<file path="src/sv/tffs_pkg.sv">
package tffs_pkg;

  // FNV-1a 32-bit constants.
  localparam logic [31:0] FNV_BASIS = 32'd2166136261;
  localparam logic [31:0] FNV_PRIME = 32'd16777619;

  // Stream header words; the second one holds four ASCII letters, lowest byte first.
  localparam logic [31:0] MAGIC_WORD0 = 32'h0100_0000;
  localparam logic [31:0] MAGIC_WORD1 = 32'h5550_4756;

  localparam int unsigned HEIGHT_LIMIT = 4096;

  localparam int unsigned CFG_IDX_W  = 2;
  localparam int unsigned CFG_DATA_W = 13;
  localparam int unsigned DIM_W      = 13;

  // Result event queue between the hash stage and the output port.
  localparam int unsigned EVQ_DEPTH = 4;
  localparam int unsigned EVQ_AW    = $clog2(EVQ_DEPTH);

  typedef enum logic [CFG_IDX_W-1:0] {
    REG_FRAME_WIDTH  = 2'd0,
    REG_FRAME_HEIGHT = 2'd1,
    REG_PIXEL_FORMAT = 2'd2
  } cfg_reg_e;

  typedef enum logic [1:0] {
    KIND_MAGIC = 2'd0,
    KIND_DIM   = 2'd1,
    KIND_TILE  = 2'd2
  } word_kind_e;

  // Position of a word within the results of one byte.
  typedef enum logic [2:0] {
    SLOT_MAGIC0 = 3'd0,
    SLOT_MAGIC1 = 3'd1,
    SLOT_WIDTH  = 3'd2,
    SLOT_HEIGHT = 3'd3,
    SLOT_TILE   = 3'd4
  } slot_e;

  // One queued event: the header, a tile hash, or both.
  typedef struct packed {
    logic        hdr;
    logic        emit;
    logic        done;
    logic [31:0] hash;
  } ev_t;

endpackage

</file>
<file path="src/sv/tffs_ram.sv">
module tffs_ram #(
  parameter int unsigned WIDTH = 32,
  parameter int unsigned DEPTH = 64,
  parameter int unsigned AW    = (DEPTH > 1) ? $clog2(DEPTH) : 1
) (
  input  logic             clk_i,
  input  logic             we_i,
  input  logic [AW-1:0]    waddr_i,
  input  logic [WIDTH-1:0] wdata_i,
  input  logic [AW-1:0]    raddr_i,
  output logic [WIDTH-1:0] rdata_o
);

  logic [WIDTH-1:0] mem_q [DEPTH];
  logic [WIDTH-1:0] rdata_q;

  // Read returns the old contents when the same entry is written in that cycle.
  always_ff @(posedge clk_i) begin
    if (we_i) begin
      mem_q[waddr_i] <= wdata_i;
    end
    rdata_q <= mem_q[raddr_i];
  end

  assign rdata_o = rdata_q;

endmodule

</file>
<file path="src/sv/tiled_frame_fnv_signature_core.sv">
// Tiled frame signature core. Frame bytes stream in one per transfer in raster
// order, with no row padding: rows of width*4 bytes for the packed format, or
// width bytes for planar 4:2:0 with the chroma rows following the luma rows.
// The frame is split into TILE_SIZE x TILE_SIZE pixel tiles, and each tile is
// hashed with 32-bit FNV-1a over its bytes in raster order. The first byte of
// a frame produces a four-word header (two magic words, then the effective
// width and height), and each tile hash is sent as soon as the last byte of
// its tile arrives; the final hash of the frame carries frame_done. Width and
// height are saturated to [1, MAX_WIDTH] and [1, 4096]. The core accepts one
// byte per clock cycle unless input is held off. Each byte reads its tile-column
// accumulator from a synchronous RAM, is folded in the next cycle and written
// back, and a register holding the last written accumulator forwards it to the
// next byte of the same column, so the read-modify-write loop never stalls input.
// Results pass through a four-entry event queue; input is held off only while
// that queue, plus the byte being hashed, is full, which happens when the
// output side stalls or when bytes that each cause several words arrive faster
// than the words drain, as with a run of very small frames.
// A configuration write restarts the frame and must only be issued while the
// core is idle.
module tiled_frame_fnv_signature_core #(
  parameter int unsigned MAX_WIDTH = 4096,
  parameter int unsigned TILE_SIZE = 64
) (
  input  logic                            clk_i,
  input  logic                            rst_ni,
  // Configuration write channel.
  input  logic                            cfg_valid_i,
  output logic                            cfg_ready_o,
  input  logic [tffs_pkg::CFG_IDX_W-1:0]  cfg_index_i,
  input  logic [tffs_pkg::CFG_DATA_W-1:0] cfg_data_i,
  // Input byte channel.
  input  logic                            in_valid_i,
  output logic                            in_ready_o,
  input  logic [7:0]                      pixel_byte_i,
  // Output word channel.
  output logic                            out_valid_o,
  input  logic                            out_ready_i,
  output logic [31:0]                     out_word_o,
  output logic [1:0]                      word_kind_o,
  output logic                            frame_done_o
);

  import tffs_pkg::*;

  localparam int unsigned TILE_COLS = (MAX_WIDTH + TILE_SIZE - 1) / TILE_SIZE;
  localparam int unsigned CW  = (TILE_COLS > 1) ? $clog2(TILE_COLS) : 1;
  localparam int unsigned XW  = $clog2(TILE_SIZE);
  localparam int unsigned PCW = $clog2(MAX_WIDTH);
  localparam int unsigned WW  = $clog2(MAX_WIDTH + 1);

  // Configuration registers.
  logic [DIM_W-1:0] frame_width_q, frame_width_d;
  logic [DIM_W-1:0] frame_height_q, frame_height_d;
  logic             pixel_format_q, pixel_format_d;

  // Stream position.
  logic [1:0]       bip_q, bip_d;
  logic [PCW-1:0]   pix_col_q, pix_col_d;
  logic [XW-1:0]    x_tile_q, x_tile_d;
  logic [CW-1:0]    tile_col_q, tile_col_d;
  logic [DIM_W-1:0] row_q, row_d;
  logic [XW-1:0]    band_row_q, band_row_d;
  logic             started_q, started_d;

  // Hash stage.
  logic             b_valid_q;
  logic [7:0]       b_byte_q;
  logic [CW-1:0]    b_col_q;
  logic             b_seed_q, b_hdr_q, b_emit_q, b_done_q;

  // Last accumulator written back, used for forwarding.
  logic             last_vld_q;
  logic [CW-1:0]    last_col_q;
  logic [31:0]      last_acc_q;

  // Event queue.
  ev_t              evq_q [EVQ_DEPTH];
  logic [EVQ_AW-1:0] wr_ptr_q, rd_ptr_q;
  logic [EVQ_AW:0]  cnt_q, cnt_d;
  logic [2:0]       hdr_pos_q, hdr_pos_d;

  logic             cfg_acc, in_acc, out_acc;
  logic             cfg_restart;
  logic [WW-1:0]    eff_w;
  logic [DIM_W-1:0] eff_h, rows;
  logic             last_byte, col_last, row_last, x_last, band_last;
  logic             seed, emit, done;
  logic [31:0]      ram_rdata, operand, acc;
  logic             push, pop;
  ev_t              head, ev_new;
  logic [2:0]       slot;
  logic             last_word;

  assign cfg_ready_o = 1'b1;
  assign cfg_acc     = cfg_valid_i & cfg_ready_o;
  assign in_acc      = in_valid_i & in_ready_o;
  assign out_acc     = out_valid_o & out_ready_i;

  // Room for the byte in the hash stage and one more accepted now.
  assign in_ready_o = ({1'b0, cnt_q} + (EVQ_AW + 2)'(b_valid_q)) < (EVQ_AW + 2)'(EVQ_DEPTH);

  // Effective geometry.
  always_comb begin
    if (frame_width_q == '0) begin
      eff_w = WW'(1);
    end else if (32'(frame_width_q) > 32'(MAX_WIDTH)) begin
      eff_w = WW'(MAX_WIDTH);
    end else begin
      eff_w = WW'(frame_width_q);
    end
    if (frame_height_q == '0) begin
      eff_h = DIM_W'(1);
    end else if (32'(frame_height_q) > 32'(HEIGHT_LIMIT)) begin
      eff_h = DIM_W'(HEIGHT_LIMIT);
    end else begin
      eff_h = frame_height_q;
    end
    if (pixel_format_q) begin
      rows = DIM_W'((14'(eff_h) + ((14'(eff_h) + 14'd1) >> 1)));
    end else begin
      rows = eff_h;
    end
  end

  assign last_byte = pixel_format_q | (bip_q == 2'd3);
  assign col_last  = (pix_col_q == PCW'(eff_w - WW'(1)));
  assign row_last  = (row_q == (rows - DIM_W'(1)));
  assign x_last    = (x_tile_q == XW'(TILE_SIZE - 1));
  assign band_last = (band_row_q == XW'(TILE_SIZE - 1));

  assign seed = (band_row_q == '0) & (x_tile_q == '0) & (bip_q == 2'd0);
  assign emit = last_byte & (x_last | col_last) & (band_last | row_last);
  assign done = col_last & row_last;

  // Configuration writes; an unknown index is ignored and keeps the frame.
  always_comb begin
    frame_width_d  = frame_width_q;
    frame_height_d = frame_height_q;
    pixel_format_d = pixel_format_q;
    cfg_restart    = 1'b0;
    if (cfg_acc) begin
      unique case (cfg_index_i)
        REG_FRAME_WIDTH: begin
          frame_width_d = cfg_data_i;
          cfg_restart   = 1'b1;
        end
        REG_FRAME_HEIGHT: begin
          frame_height_d = cfg_data_i;
          cfg_restart    = 1'b1;
        end
        REG_PIXEL_FORMAT: begin
          pixel_format_d = cfg_data_i[0];
          cfg_restart    = 1'b1;
        end
        default: begin
          cfg_restart = 1'b0;
        end
      endcase
    end
  end

  // Stream position update for each accepted byte.
  always_comb begin
    bip_d      = bip_q;
    pix_col_d  = pix_col_q;
    x_tile_d   = x_tile_q;
    tile_col_d = tile_col_q;
    row_d      = row_q;
    band_row_d = band_row_q;
    started_d  = started_q;
    if (cfg_restart) begin
      bip_d      = '0;
      pix_col_d  = '0;
      x_tile_d   = '0;
      tile_col_d = '0;
      row_d      = '0;
      band_row_d = '0;
      started_d  = 1'b0;
    end else if (in_acc) begin
      started_d = 1'b1;
      if (last_byte) begin
        bip_d = '0;
        if (col_last) begin
          pix_col_d  = '0;
          x_tile_d   = '0;
          tile_col_d = '0;
          if (row_last) begin
            row_d      = '0;
            band_row_d = '0;
            started_d  = 1'b0;
          end else begin
            row_d      = row_q + DIM_W'(1);
            band_row_d = band_last ? '0 : band_row_q + XW'(1);
          end
        end else begin
          pix_col_d = pix_col_q + PCW'(1);
          x_tile_d  = x_last ? '0 : x_tile_q + XW'(1);
          if (x_last) begin
            tile_col_d = tile_col_q + CW'(1);
          end
        end
      end else begin
        bip_d = bip_q + 2'd1;
      end
    end
  end

  always_ff @(posedge clk_i or negedge rst_ni) begin
    if (!rst_ni) begin
      frame_width_q  <= DIM_W'(64);
      frame_height_q <= DIM_W'(64);
      pixel_format_q <= 1'b0;
      bip_q          <= '0;
      pix_col_q      <= '0;
      x_tile_q       <= '0;
      tile_col_q     <= '0;
      row_q          <= '0;
      band_row_q     <= '0;
      started_q      <= 1'b0;
      b_valid_q      <= 1'b0;
      last_vld_q     <= 1'b0;
      last_acc_q     <= '0;
    end else begin
      frame_width_q  <= frame_width_d;
      frame_height_q <= frame_height_d;
      pixel_format_q <= pixel_format_d;
      bip_q          <= bip_d;
      pix_col_q      <= pix_col_d;
      x_tile_q       <= x_tile_d;
      tile_col_q     <= tile_col_d;
      row_q          <= row_d;
      band_row_q     <= band_row_d;
      started_q      <= started_d;
      b_valid_q      <= in_acc;
      if (b_valid_q) begin
        last_vld_q <= 1'b1;
        last_acc_q <= acc;
      end
    end
  end

  // Hash stage payload.
  always_ff @(posedge clk_i) begin
    if (in_acc) begin
      b_byte_q <= pixel_byte_i;
      b_col_q  <= tile_col_q;
      b_seed_q <= seed;
      b_hdr_q  <= ~started_q;
      b_emit_q <= emit;
      b_done_q <= done;
    end
    if (b_valid_q) begin
      last_col_q <= b_col_q;
    end
  end

  // Tile-column accumulators. The read is issued with the byte's transfer.
  tffs_ram #(
    .WIDTH (32),
    .DEPTH (TILE_COLS),
    .AW    (CW)
  ) u_acc_ram (
    .clk_i   (clk_i),
    .we_i    (b_valid_q),
    .waddr_i (b_col_q),
    .wdata_i (acc),
    .raddr_i (tile_col_q),
    .rdata_o (ram_rdata)
  );

  // The RAM misses a write made on the same edge as the read, so the most
  // recent accumulator comes from the forwarding register instead.
  always_comb begin
    priority if (b_seed_q) begin
      operand = FNV_BASIS;
    end else if (last_vld_q && (last_col_q == b_col_q)) begin
      operand = last_acc_q;
    end else begin
      operand = ram_rdata;
    end
    acc = 32'((operand ^ {24'd0, b_byte_q}) * FNV_PRIME);
  end

  // Event queue.
  assign push = b_valid_q & (b_hdr_q | b_emit_q);
  assign ev_new = '{hdr: b_hdr_q, emit: b_emit_q, done: b_done_q, hash: acc};

  always_ff @(posedge clk_i) begin
    if (push) begin
      evq_q[wr_ptr_q] <= ev_new;
    end
  end

  assign head      = evq_q[rd_ptr_q];
  assign slot      = head.hdr ? hdr_pos_q : SLOT_TILE;
  assign last_word = (slot == SLOT_TILE) || ((slot == SLOT_HEIGHT) && !head.emit);
  assign pop       = out_acc & last_word;

  always_comb begin
    cnt_d = cnt_q;
    if (push && !pop) begin
      cnt_d = cnt_q + (EVQ_AW + 1)'(1);
    end else if (pop && !push) begin
      cnt_d = cnt_q - (EVQ_AW + 1)'(1);
    end
    hdr_pos_d = hdr_pos_q;
    if (pop) begin
      hdr_pos_d = '0;
    end else if (out_acc) begin
      hdr_pos_d = hdr_pos_q + 3'd1;
    end
  end

  always_ff @(posedge clk_i or negedge rst_ni) begin
    if (!rst_ni) begin
      wr_ptr_q  <= '0;
      rd_ptr_q  <= '0;
      cnt_q     <= '0;
      hdr_pos_q <= '0;
    end else begin
      if (push) begin
        wr_ptr_q <= wr_ptr_q + EVQ_AW'(1);
      end
      if (pop) begin
        rd_ptr_q <= rd_ptr_q + EVQ_AW'(1);
      end
      cnt_q     <= cnt_d;
      hdr_pos_q <= hdr_pos_d;
    end
  end

  // Output word selection.
  assign out_valid_o = (cnt_q != '0);

  always_comb begin
    unique case (slot)
      SLOT_MAGIC0: begin
        out_word_o  = MAGIC_WORD0;
        word_kind_o = KIND_MAGIC;
      end
      SLOT_MAGIC1: begin
        out_word_o  = MAGIC_WORD1;
        word_kind_o = KIND_MAGIC;
      end
      SLOT_WIDTH: begin
        out_word_o  = 32'(eff_w);
        word_kind_o = KIND_DIM;
      end
      SLOT_HEIGHT: begin
        out_word_o  = 32'(eff_h);
        word_kind_o = KIND_DIM;
      end
      default: begin
        out_word_o  = head.hash;
        word_kind_o = KIND_TILE;
      end
    endcase
  end

  assign frame_done_o = (slot == SLOT_TILE) & head.done;

`ifndef NO_ASSERTIONS
  // The credit check on input must keep the event queue from overflowing.
  a_evq_no_overflow: assert property (@(posedge clk_i) disable iff (!rst_ni)
    (push && !pop) |-> (cnt_q < (EVQ_AW + 1)'(EVQ_DEPTH)))
    else $error("event queue overflow");

  // The first byte of a frame always starts a fresh tile accumulator.
  a_hdr_seeds: assert property (@(posedge clk_i) disable iff (!rst_ni)
    (b_valid_q && b_hdr_q) |-> b_seed_q)
    else $error("frame header without accumulator seed");

  // A configuration write that hits a register restarts the frame.
  a_cfg_restart: assert property (@(posedge clk_i) disable iff (!rst_ni)
    cfg_restart |=> (!started_q && (tile_col_q == '0) && (row_q == '0)))
    else $error("configuration write did not restart the frame");

  // End of frame is flagged only on a tile hash word.
  a_done_on_tile: assert property (@(posedge clk_i) disable iff (!rst_ni)
    (out_valid_o && frame_done_o) |-> (word_kind_o == KIND_TILE))
    else $error("frame_done on a non-hash word");
`endif

endmodule

</file>
<file path="config.mk">
export PLATFORM = sky130hd
export DESIGN_NAME = tiled_frame_fnv_signature_core
export DESIGN_NICKNAME = d
export VERILOG_FILES = /design/src/sv/tffs_pkg.sv /design/src/sv/tffs_ram.sv /design/src/sv/tiled_frame_fnv_signature_core.sv
export SDC_FILE = /design/constraint.sdc
export NUM_CORES = 2
export LEC_CHECK = 0
export BUFFER_PORTS_ARGS = -buffer_cell sky130_fd_sc_hd__clkbuf_2
export CAP_MARGIN = 0
export CORE_MARGIN = 2
export CORE_UTILIZATION = 50
export CTS_CLUSTER_DIAMETER = 80
export DETAILED_ROUTE_END_ITERATION = 10
export GPL_TIMING_DRIVEN = 0
export PLACE_DENSITY = 0.63
export SKIP_CTS_REPAIR_TIMING = 1
export SLEW_MARGIN = 20
export SYNTH_ARGS = -nofsm -noshare
export SYNTH_HDL_FRONTEND = slang
export SYNTH_SLANG_ARGS = --single-unit
</file>
<file path="constraint.sdc">
create_clock -name clk_i -period 18.7 [get_ports clk_i]
set_input_delay 3.74 -clock clk_i [delete_from_list [all_inputs] [get_ports clk_i]]
set_output_delay 3.74 -clock clk_i [all_outputs]
set_load 0.01 [all_outputs]
</file>
==> out/results.txt <==
highest clock rate = 91.2 MHz
Syn Inst Count = 4823
Avg WL per Cell = 31.7 um
Final setup viols = 0
number of enable flip-flop cells after synthesis = 2212
most frequent CP cell = ha_1
Routed Antenna Nets = 0
Sequential Area = 70000 um2
Worst-Margin Slew = 1.21 ns
Yosys cell types = 81
Multi-input gate area = 27400 um2
chip width = 447 um
Mapped Nets = 5141
post-route cell area = 114000 um2
gr ovfl total = 0
crit path kind = flop to flop
#FFs+latches synth = 2361
post-synthesis sequential area ratio = 71.2%
vias per cell = 6.13
gr usage total = 26.3%
WP data arrival = 11.68 ns
final RePlAce weighted congestion = 0.881
GR Util met2 = 41.3%
number of global-route vias before repair = 50400
Yosys top cell area share = 67.6%
average size of a mapped cell = 20.4 um2
dpl hpwl = 185 mm
initial core utilization = 50.4%
worst setup margin = 7.73 ns
YS warnings = 0
Initial DRT Pass Iterations = 6
largest net degree at the start of global routing = 81
slew margin rel. = 18.9%
Setup WS pre-CTS = 7.79 ns
clk_skew = 0.0696 ns
Worst path max stage delay = 0.66 ns
IO Count = 66
DRC = 0
met1 Resource Use GR = 36.6%
first-pass GRT wire length = 370 mm
Fill cells = 14100
Max-Cap Viols = 0
leading area contributor after synthesis = edfxtp_1
met3 GRT Util = 4.85%
final net count = 5648
Final Hold Vio Count = 0
crit-path max FO = 21
crit end category = flop
Root Buffer = clkbuf_16
Reg clk slew, reported paths = 0.07 ns
H-tree levels = 4
die span in y = 447 um
Synth Cell Area = 98300 um2
Tmin final = 10.97 ns
busiest layer in global routing = met2
Routed WL = 259 mm
share of layout cells above drive strength 1 = 27.6%
CTS tree = done
initial antenna violation count = 16
Final Non-Filler Cells = 8155
drt initial violations = 6318
number of port buffers = 64
clock insertion delay at the later pin of the skew report = 0.89 ns
Area Overhead vs Synth = 15.8%
Startpoint Class = flop
total number of vias = 50000
placed insts = 7716
CORE AREA = 195000 um2
Worst EP required = 19.41 ns
max-slew violations = 0
FFs w/ async S/R, synth = 4.96%
Area contributors post-synth = edfxtp_1 (68%), mux4_2 (16%), dfrtp_1 (2.9%), ha_1 (2.7%), fa_1 (1.5%)
Hold WC Path Type = flop to flop
status = finished clean
period utilization = 58.7%
RSZ-0062 raised after global routing = false
overall die area = 200000 um2
Reg2Reg Setup Slack = 7.73 ns
Area after DPL = 107000 um2
CTS Buffer Depth = 3
predominant post-synthesis flop cell = edfxtp_1
Sink Count = 2361
clock buffer count from CTS = 234
Slowest cell on crit path = o21ai_0
Core Util, Final = 58.4%
row cnt = 162
==> logic make-up after synthesis <==
kind of cell | synth area share (%)
AO/OA/AOI/OAI | 1.91
XOR/XNOR | 0.918
adder cells (fa/ha/maj) | 4.27
buffers and inverters | 1.75
flip-flops | 71.2
multiplexers | 17.1
other | 0.00381
AND/OR/NAND/NOR | 2.81
==> Yosys cell counts, types with 38 or more instances <==
master and number:
mux2_2 60, dfrtp_1 115, inv_1 232, clkbuf_1 157, mux4_2 708, edfxtp_1 2212
a21oi_1 51, buf_1 57, nand3_1 38, nor2b_1 45, ha_1 214, xnor2_1 67
nand2_1 120, fa_1 76, o21ai_0 67, nor2_1 151
==> registers in the layout (all words and copies together) (netlist names), 2 cells and up <==
register	cells
b_byte_q	8
b_col_q	6
band_row_q	6
bip_q	2
cnt_q	3
evq_q	140
frame_height_q	13
frame_width_q	13
hdr_pos_q	3
last_acc_q	32
last_col_q	6
pix_col_q	12
rd_ptr_q	2
row_q	13
tile_col_q	6
u_acc_ram.mem_q	2048
u_acc_ram.rdata_o	32
wr_ptr_q	2
x_tile_q	6
==> cell type report <==
type | instances | area share, %
antenna | 3 | 0.00659
buffer | 222 | 0.784
clock buffer | 308 | 5.53
clock inverter | 126 | 0.913
inverter | 233 | 0.768
multi-input combinational | 2007 | 24.1
sequential | 2361 | 61.5
tap | 2624 | 2.88
timing repair buffer | 271 | 3.58
==> worst max-delay path, delay by kind of cell (launching register included) <==
| family | cells | cell delay (ns) |
|---|---|---|
| and+or+nand+nor | 5 | 1.46 |
| DFF | 1 | 0.34 |
| adders and majority gates | 8 | 2.89 |
| xor gates and xnor gates | 2 | 0.67 |
| AOI/OAI and AO/OA | 7 | 1.94 |
| buffers and inverters | 12 | 3.19 |
| muxes | 1 | 0.24 |
==> cells in the final DEF, fill, tap and decap left out, drive strengths merged, types with 24 or more instances in the layout <==
cell,count
and3,26
dfrtp,115
nor2,152
nand2,120
fa,76
mux4,708
inv,240
mux2i,24
nor2b,46
mux2,60
xnor2,67
xor2,36
nand3,38
dfxtp,32
ha,214
a21oi,51
buf,263
clkbuf,538
clkinv,106
o21ai,74
edfxtp,2212
==> per-stage QoR <==
| stage | setup TNS, ns | hold slack [ns] |
|---|---|---|
| 6_report | 0 | 0.447 |
| 5_1_grt | 0 | 0.458 |
| 4_1_cts | 0 | 0.446 |
| 3_5_place_dp | 0 | 0.432 |
| 3_3_place_gp | -2123.09 | 0.425 |
| 2_1_floorplan | 0 | 0.423 |
==> path summary, 6_finish.rpt <==
path,from,end,cells after the start
min,b_col_q[5],last_col_q[5],0
max reg2reg,b_col_q[4],u_acc_ram.mem_q[32][31],35
max,b_col_q[4],u_acc_ram.mem_q[32][31],35
max in group asynchronous,rst_ni,last_acc_q[14],2
min in group asynchronous,rst_ni,frame_width_q[3],1
min reg2reg,b_col_q[5],last_col_q[5],0
==> metal layers <==
layer / share of wire (%) / wire (um)
met1: 40 / 105000
met2: 48 / 123000
met3: 7.5 / 19300
met4: 4.5 / 11500
met5: 0.0050 / 13
Power is not shown: default switching activity piles up to over one toggle a cycle in this logic, so the estimate is an artifact.
